## src/vms_pkg.sv

```systemverilog
// Package for the von Mises equivalent stress pipeline.
// Holds the element index width and the tag that travels with each transaction.
// No dependencies.
`timescale 1ns / 1ps

package vms_pkg;

    localparam int INDEX_WIDTH = 20;

    // Valid bit and element index, carried alongside the data in every stage.
    typedef struct packed {
        logic                   valid;
        logic [INDEX_WIDTH-1:0] element;
    } t_tag;

endpackage

```

## src/vms_isqrt.sv

```systemverilog
// Pipelined integer square root, one result bit per register stage.
// Restoring digit-by-digit method over a 2N-bit radicand. Depends on vms_pkg.
`timescale 1ns / 1ps

module vms_isqrt
    import vms_pkg::*;
#(
    parameter int N = 25
) (
    input  logic           i_clk,
    input  logic           i_rst_n,
    input  t_tag           i_tag,
    input  logic [2*N-1:0] i_radicand,
    output t_tag           o_tag,
    output logic [N-1:0]   o_root
);

    t_tag           r_tag  [N];
    logic [N+1:0]   r_rem  [N];
    logic [N-1:0]   r_root [N];
    logic [2*N-1:0] r_rad  [N];

    for (genvar k = 0; k < N; k++) begin : g_stage
        t_tag           w_tag;
        logic [N+1:0]   w_rem;
        logic [N-1:0]   w_root;
        logic [2*N-1:0] w_rad;
        logic [N+1:0]   n_shift;
        logic [N+1:0]   n_trial;
        logic           n_ge;

        if (k == 0) begin : g_first
            assign w_tag  = i_tag;
            assign w_rem  = '0;
            assign w_root = '0;
            assign w_rad  = i_radicand;
        end else begin : g_next
            assign w_tag  = r_tag[k-1];
            assign w_rem  = r_rem[k-1];
            assign w_root = r_root[k-1];
            assign w_rad  = r_rad[k-1];
        end

        // The partial remainder stays below 2^N until the last step, so its
        // top two bits can be dropped before the shift.
        always_comb begin
            n_shift = {w_rem[N-1:0], w_rad[2*N-1:2*N-2]};
            n_trial = {w_root, 2'b01};
            n_ge    = (n_shift >= n_trial);
        end

        always_ff @(posedge i_clk) begin
            if (!i_rst_n) begin
                r_tag[k].valid <= 1'b0;
            end else begin
                r_tag[k] <= w_tag;
            end
            r_rem[k]  <= n_ge ? n_shift - n_trial : n_shift;
            r_root[k] <= {w_root[N-2:0], n_ge};
            r_rad[k]  <= {w_rad[2*N-3:0], 2'b00};
        end
    end

    assign o_tag  = r_tag[N-1];
    assign o_root = r_root[N-1];

endmodule
```

## config.mk

```make
export PLATFORM = sky130hd
export DESIGN_NAME = vms_isqrt
export DESIGN_NICKNAME = d
export VERILOG_FILES = /design/src/vms_pkg.sv /design/src/vms_isqrt.sv
export SDC_FILE = /design/constraint.sdc
export NUM_CORES = 2
export LEC_CHECK = 0
export ABC_CLOCK_PERIOD_IN_PS = 4000
export CORE_MARGIN = 2
export CORE_UTILIZATION = 38
export CTS_BUF_LIST = sky130_fd_sc_hd__clkbuf_4 sky130_fd_sc_hd__clkbuf_8
export CTS_CLUSTER_SIZE = 28
export DETAILED_ROUTE_END_ITERATION = 6
export DONT_BUFFER_PORTS = 1
export PLACE_DENSITY_LB_ADDON = 0.12
export SYNTH_ARGS = -nofsm -noshare
export SYNTH_HDL_FRONTEND = slang
export SYNTH_SLANG_ARGS = --single-unit
```

## constraint.sdc

```tcl
create_clock -name i_clk -period 4 [get_ports i_clk]
set_clock_uncertainty 0.1 [all_clocks]
set_input_delay 0.8 -clock i_clk [delete_from_list [all_inputs] [get_ports i_clk]]
set_output_delay 0.8 -clock i_clk [all_outputs]
set_load 0.03 [all_outputs]
```

==> flow_metrics.py <==
metrics = {
    "global_routing": {
        "grt_overflow": 0,
        "busiest_layer": "met2",
        "grtUsageMet3_pct": 3.511,
        "grt_pass1_wl_mm": 202.9,
        "grt_max_degree": 526,
        "grt_pass1_vias": 40603,
        "grt_antenna_before_repair": 1,
        "grt_usage_pct": 13.35,
        "grt_use_met2_pct": 21.11,
        "grt_use_met1_pct": 16.87,
    },
    "clocking": {
        "clock_path_buffers": 4,
        "clkTransAtPathRegs_ns": 0.06,
        "cts_hold_buf": 97,
        "cts_resized": 0,
        "cts-buffers-inserted": 353,
        "root_buffer": "clkbuf_8",
        "clock-sinks": 2017,
        "cts_max_level": 5,
        "tritoncts": "done",
        "insertion_delay_ns": 1.03,
    },
    "drt": {
        "vias": 40652,
        "wirelength_mm": 125.3,
        "drt_iter0_drc": 2029,
        "drcViolationCount": 0,
        "drt-wirelength-per-cell_microns": 14.27,
        "final_antenna_net_count": 0,
        "via_per_inst": 4.627,
        "first_pass_iters": 5,
    },
    "synth": {
        "synth_area_per_cell_sq_um": 12.05,
        "synthesis.area_sq_um": 69470,
        "synth_flop_cell": "dfxtp_1",
        "synth_seq_area_share_pct": 65.33,
        "ys_ff_latch": 2017,
        "synth_nets": 6190,
        "synth_edf_count": 500,
        "synth_cell_types": 87,
        "yosys_warnings": 0,
        "netlist_instances": 5766,
        "synth-async-reset-ratio_pct": 0,
    },
    "timing": {
        "maxSlewViolCount": 0,
        "setup_violations": 0,
        "grt_setup_unrepaired": "no",
        "whs_ns": -0.1718,
        "period_share_pct": 92.10,
        "fmax_ghz": 0.2715,
        "slew_headroom_pct": 19.01,
        "tightest_slew_ns": 1.215,
        "min_period_ns": 3.684,
        "hold_viol_final": 15,
        "tns_ns": 0,
    },
    "worst_setup_path": {
        "worstPathRequired_ns": 4.85,
        "crit_top_cell": "a21o_1",
        "rr_worst_depth": 11,
        "worstPathCellList": "inv_1 > ha_1 > a21o_1 > a21o_1 > a21oi_1 > nor2_1 > a2111oi_0 > o21ai_0 > and3_1 > a2111oi_2 > xor2_1",
        "crit_buf_inv": 1,
        "end_kind": "flip-flop",
        "max_stage_delay_ns": 0.77,
        "crit_fanout": 5,
        "crit_type": "flip-flop to flip-flop",
        "timing.rr.end": "r_rem[1][212]$_DFF_P_",
        "worst_path_max_delay_cell": "a2111oi_0",
        "reg2reg_slack_ns": 0.32,
        "cp-start-kind": "flip-flop",
        "cp_data_arrival_time_ns": 4.54,
        "r2r_start": "r_root[7][6]$_DFF_P_",
        "path_delay_family": "compound AO/OA/AOI/OAI gates",
    },
    "floorplan": {
        "row_count": 156,
        "dieArea_sq_um": 186300,
        "die-height_microns": 431.6,
        "initial_core_util_pct": 38.35,
        "pin_count": 119,
        "die_w_microns": 431.6,
        "coreArea_sq_um": 181100,
    },
    "place": {
        "numPortBuffers": 0,
        "dpl.hpwl_mm": 85.42,
        "gp_congestion": 0.8457,
    },
    "power_and_ir_drop": {
        "leakage_nw": 35.65,
        "powerDensity_nw_per_um2": 637.5,
        "irDropWorstVdd_mv": 0.2900,
        "power_w": 0.05137,
    },
    "status": {
        "status": "complete, but fails checks",
        "violations": "hold timing",
    },
    "cells_and_area": {
        "area_delta_synth_final_pct": 16.00,
        "drive_above_1_share_pct": 11.38,
        "fin_util_pct": 44.49,
        "final_nets": 6586,
        "final_cell_mix": "1517 x dfxtp_1, 500 x edfxtp_1, 423 x inv_1",
        "layout_commonest_cell": "dfxtp_1",
    },
    "min_path": {
        "hold_class": "primary input to flip-flop",
        "hold_depth": 0,
        "min-delay-start": "i_rst_n",
        "holdPathEnd": "r_tag[1][153]$_DFFE_PP_",
    },
    "job": {
        "maxCapViolations": 0,
    },
}
[worst max path at each step]
stage,startpoint,end,cells past startpoint
6_report,r_root[7][6]$_DFF_P_,r_rem[1][212]$_DFF_P_,11
4_1_cts,r_root[7][6]$_DFF_P_,r_rem[1][212]$_DFF_P_,11
2_1_floorplan,r_root[9][26]$_DFF_P_,r_rem[2][112]$_DFF_P_,12
3_5_place_dp,r_root[7][0]$_DFF_P_,r_rem[1][212]$_DFF_P_,11
5_1_grt,r_root[9][25]$_DFF_P_,r_rem[2][126]$_DFF_P_,12
3_3_place_gp,r_root[7][0]$_DFF_P_,r_rem[1][212]$_DFF_P_,11
[metrics by stage]
stage	instance area [sq um]	worst slack [ns]	hold WS [ns]	cells
after detailed placement	72410	0.3820	0.2121	8080
after floorplan	69470	0.8766	0.2096	5766
after global routing	80580	0.1898	-0.2934	8785
final	80580	0.3162	-0.1718	8786
after CTS	80580	0.3983	-0.3123	8783
after global placement	72410	0.5243	0.2096	8080
[what timing repair did]
action                                  CTS  global route
setup buffers                             0             0
hold endpoints to repair                596           249
endpoints found under the setup margin    0             0
[synth_stat cells, types with 13 or more instances]
master / count / area (sq um)
a21boi_0: 17 / 127.6
nor2b_1: 56 / 350.3
o21bai_1: 22 / 165.2
mux2_2: 54 / 608.1
or3_1: 52 / 325.3
or4_1: 23 / 172.7
or2_2: 19 / 118.9
xnor2_1: 222 / 1944
nor2_1: 290 / 1089
and3_1: 28 / 175.2
a211oi_1: 28 / 210.2
nand3_1: 75 / 375.4
edfxtp_1: 500 / 15010
clkbuf_1: 74 / 277.8
xor2_1: 220 / 1927
a2111oi_0: 14 / 122.6
nand3b_1: 16 / 120.1
nand2b_1: 62 / 387.9
and2_1: 42 / 262.8
nor4_1: 62 / 387.9
o211ai_1: 18 / 135.1
o21ai_0: 268 / 1341
a21o_1: 131 / 983.4
nand2_1: 376 / 1411
nand4_1: 47 / 294.0
a31oi_1: 32 / 200.2
nor3_1: 148 / 740.7
inv_1: 423 / 1588
o21a_1: 67 / 503.0
ha_1: 351 / 4392
o31ai_1: 39 / 292.8
a21oi_1: 293 / 1466
dfxtp_1: 1517 / 30370
buf_2: 13 / 65.06
[cell type report]
type | instances | area, sq um
Multi-Input combinational cell | 3234 | 22170
Fill cell | 16824 | 100600
Timing Repair Buffer | 132 | 1271
Clock buffer | 549 | 6749
Antenna cell | 3 | 7.507
Tap cell | 2370 | 2965
Inverter | 424 | 1592
Clock inverter | 57 | 441.7
Sequential cell | 2017 | 45380
[layer usage]
layer	wire [microns]	share of wire, %
met5	0	0
met4	4794	3.8
met3	5943	4.7
met2	56240	45
met1	58360	47
[power breakdown]
part	leakage (nW)	internal, W	total (W)	switching [W]
combinational	14.2	0.00321	0.00689	0.00368
sequential	17.6	0.0238	0.0257	0.00191
clock	3.84	0.0110	0.0188	0.00779
total	35.6	0.0380	0.0514	0.0134
[registers in the layout, indices dropped and copies added, names as in the netlist]
register / flops
r_root: 325
r_rad: 600
r_rem: 567
r_tag: 525
[cells by family after synthesis]
kind of cell               count (synthesis)  synth area share (%)
muxes                                     63                 1.005
AOI/OAI and AO/OA                       1028                 9.277
and+or+nand+nor                         1349                 9.673
buffers and inverters                    515                 2.817
other                                      1              0.005398
DFF                                     2017                 65.33
xor gates and xnor gates                 442                 5.572
adders and majority gates                351                 6.322
Power figures use the tool's default switching activity.
