### config.mk
export PLATFORM = sky130hd
export DESIGN_NAME = vms_sum
export DESIGN_NICKNAME = d
export VERILOG_FILES = /design/src/vms_pkg.sv /design/src/vms_sum.sv
export SDC_FILE = /design/constraint.sdc
export NUM_CORES = 1
export LEC_CHECK = 0
export BUFFER_PORTS_ARGS = -buffer_cell sky130_fd_sc_hd__buf_4
export CAP_MARGIN = 40
export CORE_ASPECT_RATIO = 2
export CORE_UTILIZATION = 50
export CTS_BUF_LIST = sky130_fd_sc_hd__clkbuf_4 sky130_fd_sc_hd__clkbuf_8 sky130_fd_sc_hd__clkbuf_16
export CTS_CLUSTER_SIZE = 30
export DETAILED_ROUTE_END_ITERATION = 12
export GPL_ROUTABILITY_DRIVEN = 0
export GPL_TIMING_DRIVEN = 0
export PLACE_DENSITY_LB_ADDON = 0.3
export REMOVE_ABC_BUFFERS = 1
export SYNTH_ARGS = -nofsm -noshare
export SYNTH_HDL_FRONTEND = slang
export SYNTH_SLANG_ARGS = --single-unit
### constraint.sdc
create_clock -name i_clk -period 11.2 [get_ports i_clk]
set_input_delay 1.68 -clock i_clk [delete_from_list [all_inputs] [get_ports i_clk]]
set_output_delay 1.68 -clock i_clk [all_outputs]
set_load 0.03 [all_outputs]
### src/vms_pkg.sv
// Package for the von Mises equivalent stress pipeline.
// Holds the element index width and the tag that travels with each transaction.
// No dependencies.
`timescale 1ns / 1ps

package vms_pkg;

    localparam int INDEX_WIDTH = 20;

    // Valid bit and element index, carried alongside the data in every stage.
    typedef struct packed {
        logic                   valid;
        logic [INDEX_WIDTH-1:0] element;
    } t_tag;

endpackage

### src/vms_sum.sv
// Middle of the stress pipeline: sums of the squares and the exact halving.
// Two register stages. Depends on vms_pkg.
`timescale 1ns / 1ps

module vms_sum
    import vms_pkg::*;
#(
    parameter int W = 24
) (
    input  logic           i_clk,
    input  logic           i_rst_n,
    input  t_tag           i_tag,
    input  logic [2*W+1:0] i_norm_sq [3],
    input  logic [2*W-1:0] i_shear_sq [3],
    output t_tag           o_tag,
    output logic [2*W+1:0] o_half
);

    logic [2*W+2:0] n_half;

    t_tag           r_tag1;
    t_tag           r_tag2;
    logic [2*W+2:0] r_nsum;
    logic [2*W+1:0] r_ssum;
    logic [2*W+1:0] r_half;

    // The three differences sum to zero, so the normal sum is always even.
    assign n_half = {1'b0, r_nsum[2*W+2:1]} + {1'b0, r_ssum} + {r_ssum, 1'b0};

    always_ff @(posedge i_clk) begin
        if (!i_rst_n) begin
            r_tag1.valid <= 1'b0;
            r_tag2.valid <= 1'b0;
        end else begin
            r_tag1 <= i_tag;
            r_tag2 <= r_tag1;
        end
        r_nsum <= {1'b0, i_norm_sq[0]} + {1'b0, i_norm_sq[1]} + {1'b0, i_norm_sq[2]};
        r_ssum <= {2'b00, i_shear_sq[0]} + {2'b00, i_shear_sq[1]}
                + {2'b00, i_shear_sq[2]};
        r_half <= n_half[2*W+1:0];
    end

    assign o_tag  = r_tag2;
    assign o_half = r_half;

endmodule

==> results of run 1 <==
## cells by family (layout without fill, tap and decap cells)
| family | after synthesis | count (layout) | share of synthesized area (%) |
|---|---|---|---|
| AOI/OAI and AO/OA | 462 | 462 | 20.2 |
| adders and majority gates | 294 | 294 | 32.1 |
| and+or+nand+nor | 276 | 276 | 9.05 |
| DFF | 192 | 192 | 28.4 |
| xor gates and xnor gates | 140 | 140 | 8.21 |
| buffers and inverters | 82 | 462 | 2.09 |
## worst max-delay path, delay by kind of cell
family                   cells  cell delay (ns)
buffers and inverters        1             0.11
adder cells (fa/ha/maj)      3             1.21
XOR/XNOR                     1             0.16
AO/OA/AOI/OAI                7             2.02
AND/OR/NAND/NOR              2             0.28
## state kept, by name, summed over array words and instances (netlist names)
| signal | count |
|---|---|
| o_half | 50 |
| o_tag | 21 |
| r_nsum | 50 |
| r_ssum | 50 |
| r_tag1 | 21 |
## path summary, 6_finish.rpt
path | slack, ns | from | end
worst min register to register | 0.42 | r_tag1[4]$_DFFE_PP_ | o_tag[4]$_DFFE_PP_
worst max-delay path | 6.09 | i_shear_sq[1] | r_ssum[47]$_DFF_P_
worst max register to register | 7.30 | r_ssum[8]$_DFF_P_ | o_half[48]$_DFF_P_
worst min-delay path | 0.42 | r_tag1[4]$_DFFE_PP_ | o_tag[4]$_DFFE_PP_
## layer usage
layer | share of wire, % | wire [um] | vias to the layer above | GRT usage, %
met5 | 0 | 0 | - | 0
li1 | - | - | 5952 | -
met1 | 31 | 12100 | 6042 | 21.5
met2 | 60 | 23700 | 412 | 54.1
met3 | 3.6 | 1440 | 120 | 3.69
met4 | 6.1 | 2410 | 0 | 16.2
## power by group through the flow
stage	Combinational [uW]	Sequential (uW)	Clock (uW)
floorplan	3480	1450	0
global placement	4780	1340	0
detailed placement	4870	1350	0
CTS	4920	1330	619
global route	5480	1370	646
finish	4940	1330	604
## cells in the mapped netlist, drive strengths merged, types with 7 or more instances
library cell  instances  area share (%)
o211ai                7            0.35
o21a                 13            0.65
nand4                34             1.5
a31oi                18            0.90
or3                   9            0.41
o21bai               30             1.5
nor2                 62             1.6
a211oi               11            0.55
xnor2                95             5.6
nand2b               12            0.50
nor2b                15            0.63
a41oi                 7            0.46
a21oi               155             5.3
ha                  146              12
nand2                84             2.1
inv                  43             1.1
a21o                 83             4.2
fa                  148              20
and2                 11            0.46
edfxtp               40             8.0
xor2                 45             2.6
clkbuf               36            0.90
dfxtp               152              20
nor3                 14            0.47
nand3                18            0.60
o21ai                84             2.9
o31ai                12            0.70
## final cells by class
class | count | area share, %
inverter | 43 | 0.861
multi-input combinational | 1172 | 55.4
timing repair buffer | 387 | 15.5
clock buffer | 19 | 2.42
tap | 364 | 2.43
clock inverter | 13 | 0.741
sequential | 192 | 22.6
## stage by stage
step / worst slack, ns / util [%] / instances
floorplan: 6.42 / - / 1407
global placement: 5.78 / 61.7 / 2158
detailed placement: 5.78 / 61.7 / 2158
CTS: 6.20 / 63.7 / 2190
global route: 5.92 / 63.7 / 2190
finish: 6.09 / 63.7 / 2190
==> flow_summary.ini, run 1 <==
[clocking]
root_buffer = clkbuf_16
cts.repair.resized = 0
cts.clk_slew.worst_paths_ns = 0.07
ctsHtreeMaxLevel = 4
cts_made_buffers = 17
cts_buffer_depth = 2
post_cts_buffers = 0
cts_tree = done
clock-sinks = 192
clkLatencyLatePin_ns = 0.44
ctsHoldBuffers = 0

[yosys]
postSynth.asyncResetShare_pct = 0
ys_seq_elements = 192
synth.avg_cell_area_um2 = 10.3
synth.distinct_cells = 67
synth_edf_count = 40
synth-main-ff-cell = dfxtp_1
yosys_warnings = 0
synthesis.instances = 1446
yosysSeqAreaShare_pct = 28.4
mappedNetlistArea_mm2 = 0.0149

[cells_and_area]
fin_area_mm2 = 0.0187
drive_above_1_share_pct = 24.1
seqCellArea_mm2 = 0.00424
diodes = 0
syn_to_final_growth_pct = 25.5
final_common_cell = buf_4
fillCellCount = 2428
layout_common_cells = buf_4, a21oi_1, dfxtp_1
nets = 2424
multi_input_area_mm2 = 0.0104

[floorplanning]
coreArea_mm2 = 0.0294
dieArea_mm2 = 0.0306
io_pins = 388
die_w_um = 124
rows = 89
initial_core_util_pct = 50.8
die_h_um = 246

[pwr]
powerDensity_mw_per_mm2 = 367
p_int_uw = 3510
leakage_uw = 0.00850
switching_share_pct = 49.0
power_uw = 6880
p_clk_share_pct = 8.8
comb_power_share_pct = 71.8
p_seq_share_pct = 19.4
switching_power_uw = 3370
worst_ir_drop_vdd_mv = 0.421

[setup_path]
crit_path_top_delay_cell = fa_1
crit_arrival_ns = 5.47
critPathMaxStageDelay_ns = 0.48
crit_fanout = 4
path_cells = buf_4 -> fa_1 -> ha_1 -> fa_1 -> a21oi_1 -> nor3_1 -> o21ai_1 -> nand2_1 -> a21boi_1 -> o221ai_1 -> a31oi_1 -> o211ai_1 -> a311oi_1 -> xnor2_1
required_ns = 11.56
end_kind = flip-flop
worstSetupStartpointType = input pin
r2r_cells = 12
crit_top_cell = fa_1
critical_path_class = in2reg

[drt]
drt_pass1_iterations = 9
post_drt_wl_per_cell_um = 18.1
drt_wl_total_um = 39700
ant_nets = 0
drc = 0
drt_iter0_markers = 563
vias_per_cell = 5.72
dr_total_vias = 12500

[global_routing]
grt_start_max_net_pins = 43
grt_pass1_wl_um = 62500
antenna_found_initial = 0
grt_usage_pct = 25.7
grt_pass1_vias = 13400
gr-total-overflow = 0

[min_path]
hold_path_class = reg2reg
hold_path_depth = 0

[timing]
setup_tns_ns = 0
worst_pin_slew_ns = 0.717
finalCritPeriodShare_pct = 45.7
hold_viol = 0
drv_slew = 0
slew-limit-headroom_pct = 51.8
min_period_ns = 5.11
grt_setup_unrepaired = no
max_freq_ghz = 0.196
holdWs_ns = 0.421
finClkSkew_ns = 0.0119
setup_viol_count_final = 0

[placed_design]
port_buffers = 387
hpwl_um = 34000
dpl-instance-area_mm2 = 0.0181

[run]
max_cap_viol_count = 0

[status]
outcome = finished clean
No activity file was read; power rests on OpenSTA's default activity.
==> inputs of run 2 (changes only) <==
--- a/config.mk
+++ b/config.mk
@@ -5,6 +5,7 @@
 export SDC_FILE = /design/constraint.sdc
 export NUM_CORES = 1
 export LEC_CHECK = 0
+export ABC_AREA = 1
 export BUFFER_PORTS_ARGS = -buffer_cell sky130_fd_sc_hd__buf_4
 export CAP_MARGIN = 40
 export CORE_ASPECT_RATIO = 2
==> constraint.sdc (replaced) <==
create_clock -name i_clk -period 4.8 [get_ports i_clk]
set_input_delay 0.72 -clock i_clk [delete_from_list [all_inputs] [get_ports i_clk]]
set_output_delay 0.72 -clock i_clk [all_outputs]
set_load 0.03 [all_outputs]
==> flow_summary.ini, run 2 <==
[status]
outcome = finished clean

[timing]
slew-limit-headroom_pct = 55.0
hold_viol = 0
finClkSkew_ns = 0.00874
min_period_ns = 3.13
max_freq_ghz = 0.319
setup_tns_ns = 0
worst_pin_slew_ns = 0.672
setup_viol_count_final = 0
holdWs_ns = 0.420
finalCritPeriodShare_pct = 65.3
grt_setup_unrepaired = no
drv_slew = 0

[placed_design]
port_buffers = 387
hpwl_um = 54800
dp_cells = 3685

[drt]
drt_iter0_markers = 1226
drc = 0
drt_wl_total_um = 63700
post_drt_wl_per_cell_um = 17.1
vias_per_cell = 5.28
ant_nets = 0
dr_total_vias = 19600
drt_pass1_iterations = 6

[yosys]
synth_top_area_cell = nand2_1
yosysMostFrequentCell = nand2_1
synthesis.instances = 2835
synth.top_cell.area_share_pct = 20.4
synth_area_leaders = nand2_1, dfxtp_1, fa_1
synth_edf_count = 40
postSynth.asyncResetShare_pct = 0
yosysSeqAreaShare_pct = 22.0
synth-main-ff-cell = dfxtp_1
ys_seq_elements = 192
mappedNetlistArea_mm2 = 0.0193
synth_common_cells = nand2_1, inv_1, nor2_1, dfxtp_1, fa_1
synth.avg_cell_area_um2 = 6.79
synth.distinct_cells = 37
yosys_warnings = 0

[global_routing]
grt_usage_pct = 33.3
gr-total-overflow = 0
antenna_found_initial = 4
grt_start_max_net_pins = 43
grt_pass1_vias = 20200
grt_pass1_wl_um = 99500

[floorplanning]
dieArea_mm2 = 0.0394
rows = 101
coreArea_mm2 = 0.0379
die_w_um = 141
initial_core_util_pct = 50.8
die_h_um = 280
io_pins = 388

[clocking]
cts_buffer_depth = 2
root_buffer = clkbuf_16
cts.repair.resized = 0
ctsHtreeMaxLevel = 4
clock-sinks = 192
post_cts_buffers = 0
cts_made_buffers = 17
cts.clk_slew.worst_paths_ns = 0.08
ctsHoldBuffers = 0
cts_tree = done
clkLatencyLatePin_ns = 0.46

[setup_path]
end_kind = flip-flop
crit_arrival_ns = 3.42
required_ns = 5.09
worstSetupStartpointType = input pin
crit_fanout = 4
critical_path_class = in2reg

[cells_and_area]
diodes = 0
syn_to_final_growth_pct = 21.4
fillCellCount = 3527
drive_above_1_share_pct = 15.6
final_core_util_pct = 61.7
final_common_cell = nand2_1
layout_common_cells = nand2_1, inv_1, buf_4
nets = 3852
final_cells = 3717

[pwr]
leakage_uw = 0.0128
worst_ir_drop_vdd_mv = 0.622
powerDensity_mw_per_mm2 = 825
power_uw = 19300

[min_path]
hold_path_class = reg2reg

[run]
max_cap_viol_count = 0
## run 2: critical path, stage by stage
cell,delay [ns]
buf_4,0.12
fa_1,0.54
ha_1,0.22
inv_1,0.08
fa_1,0.43
nor2_1,0.16
o21ai_1,0.07
nand2_1,0.15
nand2_1,0.07
nand2_1,0.16
nand2_1,0.07
nand2_1,0.08
xor2_1,0.55
## run 2: worst paths after layout
check        cells after the start  slack [ns]                  from                  end
min reg2reg                      0        0.42  r_tag1[15]$_DFFE_PP_  o_tag[15]$_DFFE_PP_
max reg2reg                     12        2.08     r_nsum[2]$_DFF_P_   o_half[33]$_DFF_P_
max                             13        1.67          i_norm_sq[1]   r_nsum[33]$_DFF_P_
min                              0        0.42  r_tag1[15]$_DFFE_PP_  o_tag[15]$_DFFE_PP_
## run 2: power by group
group          switching [uW]  internal [uW]  total (uW)
logic                   10000           4860       14900
registers                 507           2470        2980
clock network             729            721        1450
## run 2: area by class of cell
type / instances / area, um2 / area share [%]
Inverter: 531 / 1990 / 8.53
Timing Repair Buffer: 387 / 2910 / 12.4
Tap cell: 463 / 579 / 2.48
Clock buffer: 17 / 425 / 1.82
Clock inverter: 15 / 206 / 0.883
Sequential cell: 192 / 4240 / 18.2
Multi-Input combinational cell: 2112 / 13000 / 55.7
## run 2: logic make-up after synthesis
family                   share of synthesized area [%]
AO/OA/AOI/OAI                                     4.55
XOR/XNOR                                          4.23
adder cells (fa/ha/maj)                           24.9
buffers and inverters                             10.3
flip-flops                                        22.0
AND/OR/NAND/NOR                                   34.0
## run 2: per-stage QoR
step / setup WS, ns / instance area, um2
4_1_cts: 1.92 / 23400
6_report: 1.67 / 23400
2_1_floorplan: 2.07 / 19300
3_5_place_dp: 1.44 / 22700
3_3_place_gp: 1.45 / 22700
5_1_grt: 1.51 / 23400
## run 2: layer usage
metal	routed length, um	track usage (%)	up-vias
li1	-	-	9456
met1	20700	30.9	8802
met2	32200	60.3	1000
met3	4050	6.26	368
met4	6660	31.4	6
met5	38	0	-
